===== src/rsa3_pkg.sv =====
`timescale 1ns / 1ps
// ----------------------------------------------------------------------------
// rsa3_pkg: shared types and constants
// Widths, register indexes and the controller-to-datapath command struct.
// ----------------------------------------------------------------------------
package rsa3_pkg;

	localparam int EXP_WIDTH  = 32;
	localparam int MOD_WIDTH  = 31;
	localparam int PROD_WIDTH = 2 * MOD_WIDTH;
	localparam int CFG_WIDTH  = 32;
	localparam int EXP_CNT_W  = $clog2(EXP_WIDTH + 1);
	localparam int RED_CNT_W  = $clog2(PROD_WIDTH + 1);

	localparam logic [1:0] REG_EXPONENT = 2'd0;
	localparam logic [1:0] REG_MOD_A    = 2'd1;
	localparam logic [1:0] REG_MOD_B    = 2'd2;
	localparam logic [1:0] REG_MOD_C    = 2'd3;

	typedef struct packed {
		logic load;      // set acc to one; with wb_base, flag a zero reduced byte
		logic mul_acc;   // start acc * base
		logic mul_sq;    // start base * base
		logic red_step;  // one restoring reduction step
		logic red_init;  // load reduction of the plain byte
		logic wb_base;   // write reduced value to base
		logic wb_acc;    // write reduced value to acc
		logic shift_exp; // move to next exponent bit
	} rsa3_cmd_t;

	typedef struct packed {
		logic exp_bit;
		logic exp_done;
		logic red_done;
	} rsa3_sts_t;

endpackage


===== src/rsa3_ctrl.sv =====
`timescale 1ns / 1ps
// ----------------------------------------------------------------------------
// rsa3_ctrl: sequencer for square-and-multiply
// Steps exponent bits and times each bit-serial reduction.
// ----------------------------------------------------------------------------
module rsa3_ctrl import rsa3_pkg::*; (
	input  logic      clk,
	input  logic      arst_n,
	input  logic      start,
	input  rsa3_sts_t sts,
	output rsa3_cmd_t cmd,
	output logic      busy,
	output logic      done
);

	typedef enum logic [6:0] {
		ST_IDLE  = 7'b0000001,
		ST_RINIT = 7'b0000010,
		ST_BIT   = 7'b0000100,
		ST_RACC  = 7'b0001000,
		ST_SQ    = 7'b0010000,
		ST_RSQ   = 7'b0100000,
		ST_DONE  = 7'b1000000
	} state_t;

	state_t state_q;

	always_ff @(posedge clk or negedge arst_n) begin
		if (!arst_n) begin
			state_q <= ST_IDLE;
		end else begin
			unique case (state_q)
				ST_IDLE:  if (start) state_q <= ST_RINIT;
				ST_RINIT: if (sts.red_done) state_q <= ST_BIT;
				ST_BIT: begin
					if (sts.exp_done) state_q <= ST_DONE;
					else if (sts.exp_bit) state_q <= ST_RACC;
					else state_q <= ST_RSQ;
				end
				ST_RACC:  if (sts.red_done) state_q <= ST_SQ;
				ST_SQ:    state_q <= ST_RSQ;
				ST_RSQ:   if (sts.red_done) state_q <= ST_BIT;
				ST_DONE:  state_q <= ST_IDLE;
				default:  state_q <= ST_IDLE;
			endcase
		end
	end

	always_comb begin
		cmd = '0;
		unique case (state_q)
			ST_IDLE: begin
				cmd.load     = start;
				cmd.red_init = start;
			end
			ST_RINIT: begin
				cmd.red_step = !sts.red_done;
				cmd.wb_base  = sts.red_done;
				cmd.load     = sts.red_done;
			end
			ST_BIT: begin
				cmd.mul_acc = !sts.exp_done && sts.exp_bit;
				cmd.mul_sq  = !sts.exp_done && !sts.exp_bit;
			end
			ST_RACC: begin
				cmd.red_step = !sts.red_done;
				cmd.wb_acc   = sts.red_done;
			end
			ST_SQ:   cmd.mul_sq = 1'b1;
			ST_RSQ: begin
				cmd.red_step  = !sts.red_done;
				cmd.wb_base   = sts.red_done;
				cmd.shift_exp = sts.red_done;
			end
			ST_DONE: ;
			default: ;
		endcase
	end

	assign busy = (state_q != ST_IDLE);
	assign done = (state_q == ST_DONE);

endmodule


===== config.mk =====
export PLATFORM = sky130hd
export DESIGN_NAME = rsa3_ctrl
export DESIGN_NICKNAME = d
export VERILOG_FILES = /design/src/rsa3_pkg.sv /design/src/rsa3_ctrl.sv
export SDC_FILE = /design/constraint.sdc
export NUM_CORES = 1
export LEC_CHECK = 0
export ABC_AREA = 1
export BUFFER_PORTS_ARGS = -buffer_cell sky130_fd_sc_hd__clkbuf_2
export CAP_MARGIN = 5
export CORE_AREA = 3 3 40 42
export DETAILED_ROUTE_END_ITERATION = 10
export DIE_AREA = 0 0 43 45
export SETUP_SLACK_MARGIN = 0.4
export SLEW_MARGIN = 25
export SYNTH_ARGS = -nofsm -noshare
export SYNTH_HDL_FRONTEND = slang
export SYNTH_SLANG_ARGS = --single-unit

===== constraint.sdc =====
create_clock -name clk -period 1.3 [get_ports clk]
set_input_delay 0.26 -clock clk [delete_from_list [all_inputs] [get_ports clk]]
set_output_delay 0.26 -clock clk [all_outputs]
set_load 0.05 [all_outputs]

== Yosys cells after proc, flatten, opt, wreduce, memory -nomap -nowiden ==
Cells that the tools add are included.
Word-level totals
  bits in registers: 7
Operators by class
  eq/ne operators: 11
  multiplexer cells: 14
  reductions and logical operators: 8
Operators with widths (count)
  $pmux W7 S5: 1
  $mux W7: 4
  $eq A7 B1 Y1 const B: 1
  $eq A7 B2 Y1 const B: 1
  $eq A7 B3 Y1 const B: 1
  $eq A7 B4 Y1 const B: 1
  $eq A7 B5 Y1 const B: 1
  $eq A7 B6 Y1 const B: 1
  $eq A7 B7 Y1 const B: 1
  $ne A7 B1 Y1 const B: 1
  $mux W1: 6
  $mux W6: 1
  $ne A2 B2 Y1 const B: 2
  $pmux W1 S2: 2
  $logic_not A1 Y1: 3
  $reduce_and A3 Y1: 1
  $reduce_or A3 Y1: 1
  $logic_and A1 B1 Y1: 2
  $ne A2 B1 Y1 const B: 1
  $reduce_or A2 Y1: 1

== Longest topological paths before layout ==
Gate-level depths: netlist (run 1).
  depth after elaboration: 4
  mapped depth: 9

== Worst setup path before layout (run 1) ==
No wires, ideal clock.
  kind: register to output
  from: register state_q[0]
  to: output cmd[7] in the netlist's numbering
  data arrival time: 2.016 ns
  data required time: 1.040 ns
  setup slack: -0.976 ns
  stages on the path, launching flop included: 7
  cell sequence: dfstp_2 nand2_1 nor2_1 nand2_2 nor2_2 inv_2 o21ai_1
RTL lines
  from (decl): line rsa3_ctrl.sv:26  | state_t state_q;
  from (signal assigned): line rsa3_ctrl.sv:30  | state_q <= ST_IDLE;
  from (signal assigned): line rsa3_ctrl.sv:33  | ST_IDLE: if (start) state_q <= ST_RINIT;
  from (signal assigned): line rsa3_ctrl.sv:34  | ST_RINIT: if (sts.red_done) state_q <= ST_BIT;
  to (decl): line rsa3_ctrl.sv:11  | output rsa3_cmd_t cmd,

==> results of run 1 <==
[synthesized netlist by cell type (2+ instances only)]
cell     instances  area share, %
a21oi_1          2            2.1
dfrtp_1          6             31
inv_1            7            5.5
inv_2            5            3.9
nand2_1         17             13
nand2_2          6            7.8
nand3_1          6            6.2
nor2_1          10            7.8
nor2_2           3            3.9
nor3_1           2            2.1
o21ai_1          3            3.1
[final cells by class]
class                      instances  area (um^2)  share of cell area [%]
tap                               15         18.8                    1.67
inverter                          14         60.1                    5.35
clock buffer                       4         26.3                    2.34
sequential                         7          178                    15.8
multi-input combinational         51          403                    35.9
timing repair buffer              44          438                    39.0
[power by group through the flow]
stage	Clock, mW	Sequential, mW	Combinational, mW
floorplan	0	0.290	0.561
global placement	0	0.290	0.796
detailed placement	0	0.290	0.800
CTS	0.187	0.292	1.12
global route	0.232	0.299	1.33
finish	0.224	0.295	1.28
[worst register-to-register path, delay by kind of cell (launching register included)]
kind / cells / cell delay [ns]
buffers and inverters: 6 / 0.61
DFF: 1 / 0.55
and+or+nand+nor: 5 / 0.33
[cells by family (layout without fill, tap and decap cells)]
family | Yosys count | in the layout
flip-flops | 7 | 7
buffers and inverters | 14 | 62
AND/OR/NAND/NOR | 46 | 46
AO/OA/AOI/OAI | 5 | 5
[routing by layer]
layer  part of all wire (%)  up-vias  GRT usage [%]  wire, um
met1                     36      351           22.8       884
met4                    3.5        0           16.9        85
met3                    5.4       11           7.57       133
met5                      0        -              0         0
met2                     55       36           42.2      1350
li1                       -      313              -         -
[repair_timing]
| action | 4_1_cts | 5_1_grt |
|---|---|---|
| endpoints found under the setup margin | 17 | 17 |
| buffers inserted | 5 | 7 |
| hold buffers | 1 | 0 |
| endpoints found under the hold margin | 6 | 0 |
| pin swaps | 13 | 8 |
| gates resized for setup | 48 | 16 |
[worst paths after layout]
| check | end | cells after the start |
|---|---|---|
| setup / recovery | cmd[4] | 8 |
| hold / removal | state_q[6] | 3 |
| setup reg to reg | state_q[5] | 11 |
| hold reg to reg | state_q[1] | 3 |
| max in group asynchronous | state_q[0] | 2 |
| min in group asynchronous | state_q[1] | 2 |
==> flow_summary.toml, run 1 <==
[floorplanning]
io_pins = 16
initial_utilization_pct = 37.5
die_y_um = 45
die_area_um2 = 1940
die_w_um = 43
rows = 13
core_um2 = 1280

[synth]
ys_seq_area_share_pct = 36.6
netlist_instances = 72
synthFlopType = "dfrtp_1"
synthesis.nets = 78
synth_top_family_by_area = "simple AND/OR/NAND/NOR gates"
synth_compound_gate_area_share_pct = 5.19
synthAdderAreaFrac_pct = 0
yosys.cell_types.count = 16
ys.warnings.count = 0
ys_ff_latch = 7
synth-edff-count = 0
ys_async_sr_fraction_pct = 100
synth.cell_area_um2 = 482
synth-simple-area-share_pct = 45.7
yosys-mux-area-fraction_pct = 0
avgSynthCellArea_um2 = 6.69
synth-xor-area-share_pct = 0

[placement]
io_buffers = 15
dp_slack_ns = -0.285
placed_area_um2 = 768
hpwl_um = 1050
gp_congestion = 0.803
place_inst = 118

[critical_path]
worstSetupStartpoint = "state_q[4]"
crit_required_ns = 1.04
path_class = "reg -> out"
slowest_delay_ns = 0.40
arrival_ns = 1.56
r2r_start = "state_q[0]"
start_kind = "flop"
crit_chain = "inv_4 > nand2_4 > nor2_4 > nand2_4 > nand3_2 > nand2_2 > inv_2 > buf_8"
r2r_slack_ns = -0.31
crit_path_end_kind = "output pin"
crit_path_top_delay_cell = "dfrtp_1"
critPathTopFamily = "simple AND/OR/NAND/NOR gates"
crit_path_frequent_cell = "nand2_4"
crit_buf_inv = 3
critPathMaxFanout = 5

[status]
violations = "setup timing"
status = "finished, violations left"

[cells_and_area]
final_cell_mix = "buf_4 (21), inv_2 (9), nand2_1 (9), nand2_4 (8), buf_6 (8)"
fill_cells = 42
top_register = "state_q"
drive_gt1_share_pct = 77.5
finalNonFillerCells = 135
final_util_pct = 87.4
nNetsFinal = 127
top_regs = "state_q (7)"
largest_reg_flops = 7
n_antenna_cell = 0
final_area_um2 = 1120
mostFrequentLayoutCell = "buf_4"
syn2layout_area_growth_pct = 133

[pwr]
clkPwrFrac_pct = 12.4
switching_share_pct = 46.9
p_comb_share_pct = 71.2
leakagePower_nw = 0.575
power_mw = 1.80
ir_worst_vdd_uv = 1330
p_switching_mw = 0.845
p_seq_share_pct = 16.4
internal_power_mw = 0.956
p_per_area_nw_per_um2 = 1600

[global_routing]
grt_max_degree = 10
grt_pass1_wl_um = 3330
antenna_found_initial = 0
grt_pass1_vias = 777
gr-usage-all-layers_pct = 23.5
overflow = 0

[routing]
drt-vias-per-instance = 5.27
drt-wirelength-per-cell_um = 18.1
drc = 0
first_pass_iters = 4
via_count = 711
ant_nets = 0
wl_um = 2450
drt_iter0_drc = 21

[sta]
slew_headroom_pct = 80.7
min_period_ns = 1.82
rsz0062_at_grt = "true"
holdWs_ns = 0.288
setup_violations = 15
fin_crit_sh_pct = 140
fin_skew_ns = 0.00901
hold_viol = 0
fin_tns_setup_ns = -5.41
worstMarginPinSlew_ns = 0.288
setup_ws_ns = -0.521
max_freq_mhz = 549
final-max-slew-violation-count = 0

[cts]
root_buffer = "clkbuf_4"
cts.sinks = 7
cts-htree-levels = 1
cts_buffers = 3
clkTransAtPathRegs_ns = 0.06
clk_latency_ns = 0.27
cts_tree = "done"
ctsLongestPathBuffers = 2

[hold_path]
hold_start = "sts[1]"
hold_path_class = "in -> reg"

[flow_run]
drv_cap = 0
No activity file was read; power rests on OpenSTA's default activity.
==> inputs of run 2 (changes only) <==
--- a/config.mk
+++ b/config.mk
@@ -11,6 +11,7 @@
 export CORE_AREA = 3 3 40 42
 export DETAILED_ROUTE_END_ITERATION = 10
 export DIE_AREA = 0 0 43 45
+export RECOVER_POWER = 25
 export SETUP_SLACK_MARGIN = 0.4
 export SLEW_MARGIN = 25
 export SYNTH_ARGS = -nofsm -noshare
==> constraint.sdc (replaced) <==
create_clock -name clk -period 1.82 [get_ports clk]
set_input_delay 0.364 -clock clk [delete_from_list [all_inputs] [get_ports clk]]
set_output_delay 0.364 -clock clk [all_outputs]
set_load 0.05 [all_outputs]
==> run 2 against run 1 <==
  * The run still ends with setup timing left
  * Combinational power down 39%
  * Clock power down 34%
  * Setup slack better by 0.44 ns
  * Clock skew up 0.00080 ns
  * Global-route usage down 6.5 points
  * Core utilization down 8.9 points
  * Wire length down 35%
  * Worst hold slack better by 0.047 ns
  * Total power down 36%
  * Via count down 19%
  * Sequential share of layout area up 1.8 points
==> flow_summary.toml, run 2 (synthesized netlist as in run 1, its figures left out) <==
[status]
status = "finished, violations left"
violations = "setup timing"

[cells_and_area]
nNetsFinal = 112
top_register = "state_q"
n_antenna_cell = 0
final_cell_mix = "nand2_1 (10), nand2_4 (9), buf_4 (9), nor2_4 (8), inv_2 (7)"
syn2layout_area_growth_pct = 110
mostFrequentLayoutCell = "nand2_1"
final_area_um2 = 1010
drive_gt1_share_pct = 68.6
finalNonFillerCells = 120
largest_reg_flops = 7
top_regs = "state_q (7)"

[cts]
clkTransAtPathRegs_ns = 0.06
cts_tree = "done"
cts.sinks = 7
clk_latency_ns = 0.26
cts-htree-levels = 1
ctsLongestPathBuffers = 2
root_buffer = "clkbuf_4"
cts_buffers = 3

[sta]
min_period_ns = 1.90
setup_violations = 5
slew_headroom_pct = 71.0
setup_ws_ns = -0.0771
fin_crit_sh_pct = 104
fin_skew_ns = 0.00982
max_freq_mhz = 527
rsz0062_at_grt = "true"
final-max-slew-violation-count = 0
worstMarginPinSlew_ns = 0.435
hold_viol = 0

[placement]
place_inst = 103
placed_area_um2 = 664
hpwl_um = 869
io_buffers = 15
gp_congestion = 0.775

[critical_path]
path_class = "reg -> out"
crit_path_frequent_cell = "nand2_4"
critPathTopFamily = "flip-flops"
crit_required_ns = 1.46
crit_buf_inv = 3
start_kind = "flop"
slowest_delay_ns = 0.53
arrival_ns = 1.53
r2r_slack_ns = 0.39
critPathMaxFanout = 4
crit_path_end_kind = "output pin"
crit_path_top_delay_cell = "dfstp_2"
crit_chain = "inv_2 > nand2_4 > nor2_4 > nand2_4 > nand3_4 > nand2_4 > clkinvlp_4 > clkbuf_16"

[floorplanning]
die_area_um2 = 1940
io_pins = 16
core_um2 = 1280
initial_utilization_pct = 37.5
rows = 13
die_w_um = 43
die_y_um = 45

[routing]
drt-wirelength-per-cell_um = 13.4
wl_um = 1600
ant_nets = 0
drt-vias-per-instance = 4.83
first_pass_iters = 5
drt_iter0_drc = 6
drc = 0
via_count = 579

[global_routing]
grt_pass1_wl_um = 2330
overflow = 0
grt_pass1_vias = 556
gr-usage-all-layers_pct = 17.1
grt_max_degree = 10
antenna_found_initial = 0

[pwr]
p_seq_share_pct = 18.6
clkPwrFrac_pct = 12.9
internal_power_mw = 0.599
p_per_area_nw_per_um2 = 1130
ir_worst_vdd_uv = 599
p_switching_mw = 0.547
switching_share_pct = 47.7
leakagePower_nw = 0.483
p_comb_share_pct = 68.6

[flow_run]
drv_cap = 0

[hold_path]
hold_path_class = "in -> reg"
-- run 2: changes by cell type in the layout (fill, tap and decap cells not counted), moves of 2 or more --
cell	delta
nand2_2	-2
buf_4	-12
clkbuf_8	+2
inv_2	-2
nor2_2	-2
buf_6	-5
-- run 2: area by class of cell --
cell class              count  area (um^2)
fillers                    79          275
flip-flops and latches      7          178
multi-input cells          51          400
inverters                  14         63.8
clock buffers               4         26.3
well taps                  15         18.8
repair buffers             29          323
-- run 2: final timing paths --
kind	startpoint	end	depth (start not counted)
min in group asynchronous	arst_n	state_q[1]	2
max in group asynchronous	arst_n	state_q[0]	2
setup reg to reg	state_q[1]	state_q[1]	11
hold reg to reg	state_q[1]	state_q[1]	2
setup / recovery	state_q[0]	cmd[4]	8
hold / removal	sts[1]	state_q[6]	3
-- run 2: repair_timing --
action | 4_1_cts | 5_1_grt
resized for setup | 34 | 18
endpoints found under the setup margin | 10 | 10
pin swaps | 10 | 9
setup buffers | 8 | 4
endpoints found under the hold margin | 6 | 0
hold buffers | 1 | 0
-- run 2: metal layers --
| metal | global-route usage, % | up-vias | routed length (um) |
|---|---|---|---|
| met5 | 0 | - | 0 |
| met4 | 5.42 | 0 | 23 |
| met3 | 7.17 | 5 | 86 |
| li1 | - | 283 | - |
| met1 | 20.1 | 273 | 636 |
| met2 | 28.4 | 18 | 856 |
-- run 2: power by group through the flow --
stage	clock, mW	combinational (mW)	sequential, mW
2_1_floorplan	0	0.417	0.209
3_3_place_gp	0	0.503	0.213
3_5_place_dp	0	0.504	0.212
4_1_cts	0.149	0.704	0.209
5_1_grt	0.165	0.838	0.215
6_report	0.147	0.786	0.213
-- run 2: through the flow --
step	setup slack [ns]	util, %	power [mW]	setup TNS, ns	hold WS [ns]
after floorplan	0.00366	-	0.626	0	0.0684
after global placement	0.0696	51.7	0.716	0	0.218
after detailed placement	0.0678	51.7	0.715	0	0.214
after CTS	-0.0601	71.0	1.06	-0.113	0.332
after global routing	-0.152	78.6	1.22	-0.711	0.335
final	-0.0771	78.6	1.15	-0.232	0.335
-- run 2: worst min-delay path: cells and delay by family --
| family | cells | cell delay [ns] |
|---|---|---|
| and+or+nand+nor | 1 | 0.04 |
| buffers and inverters | 2 | 0.15 |
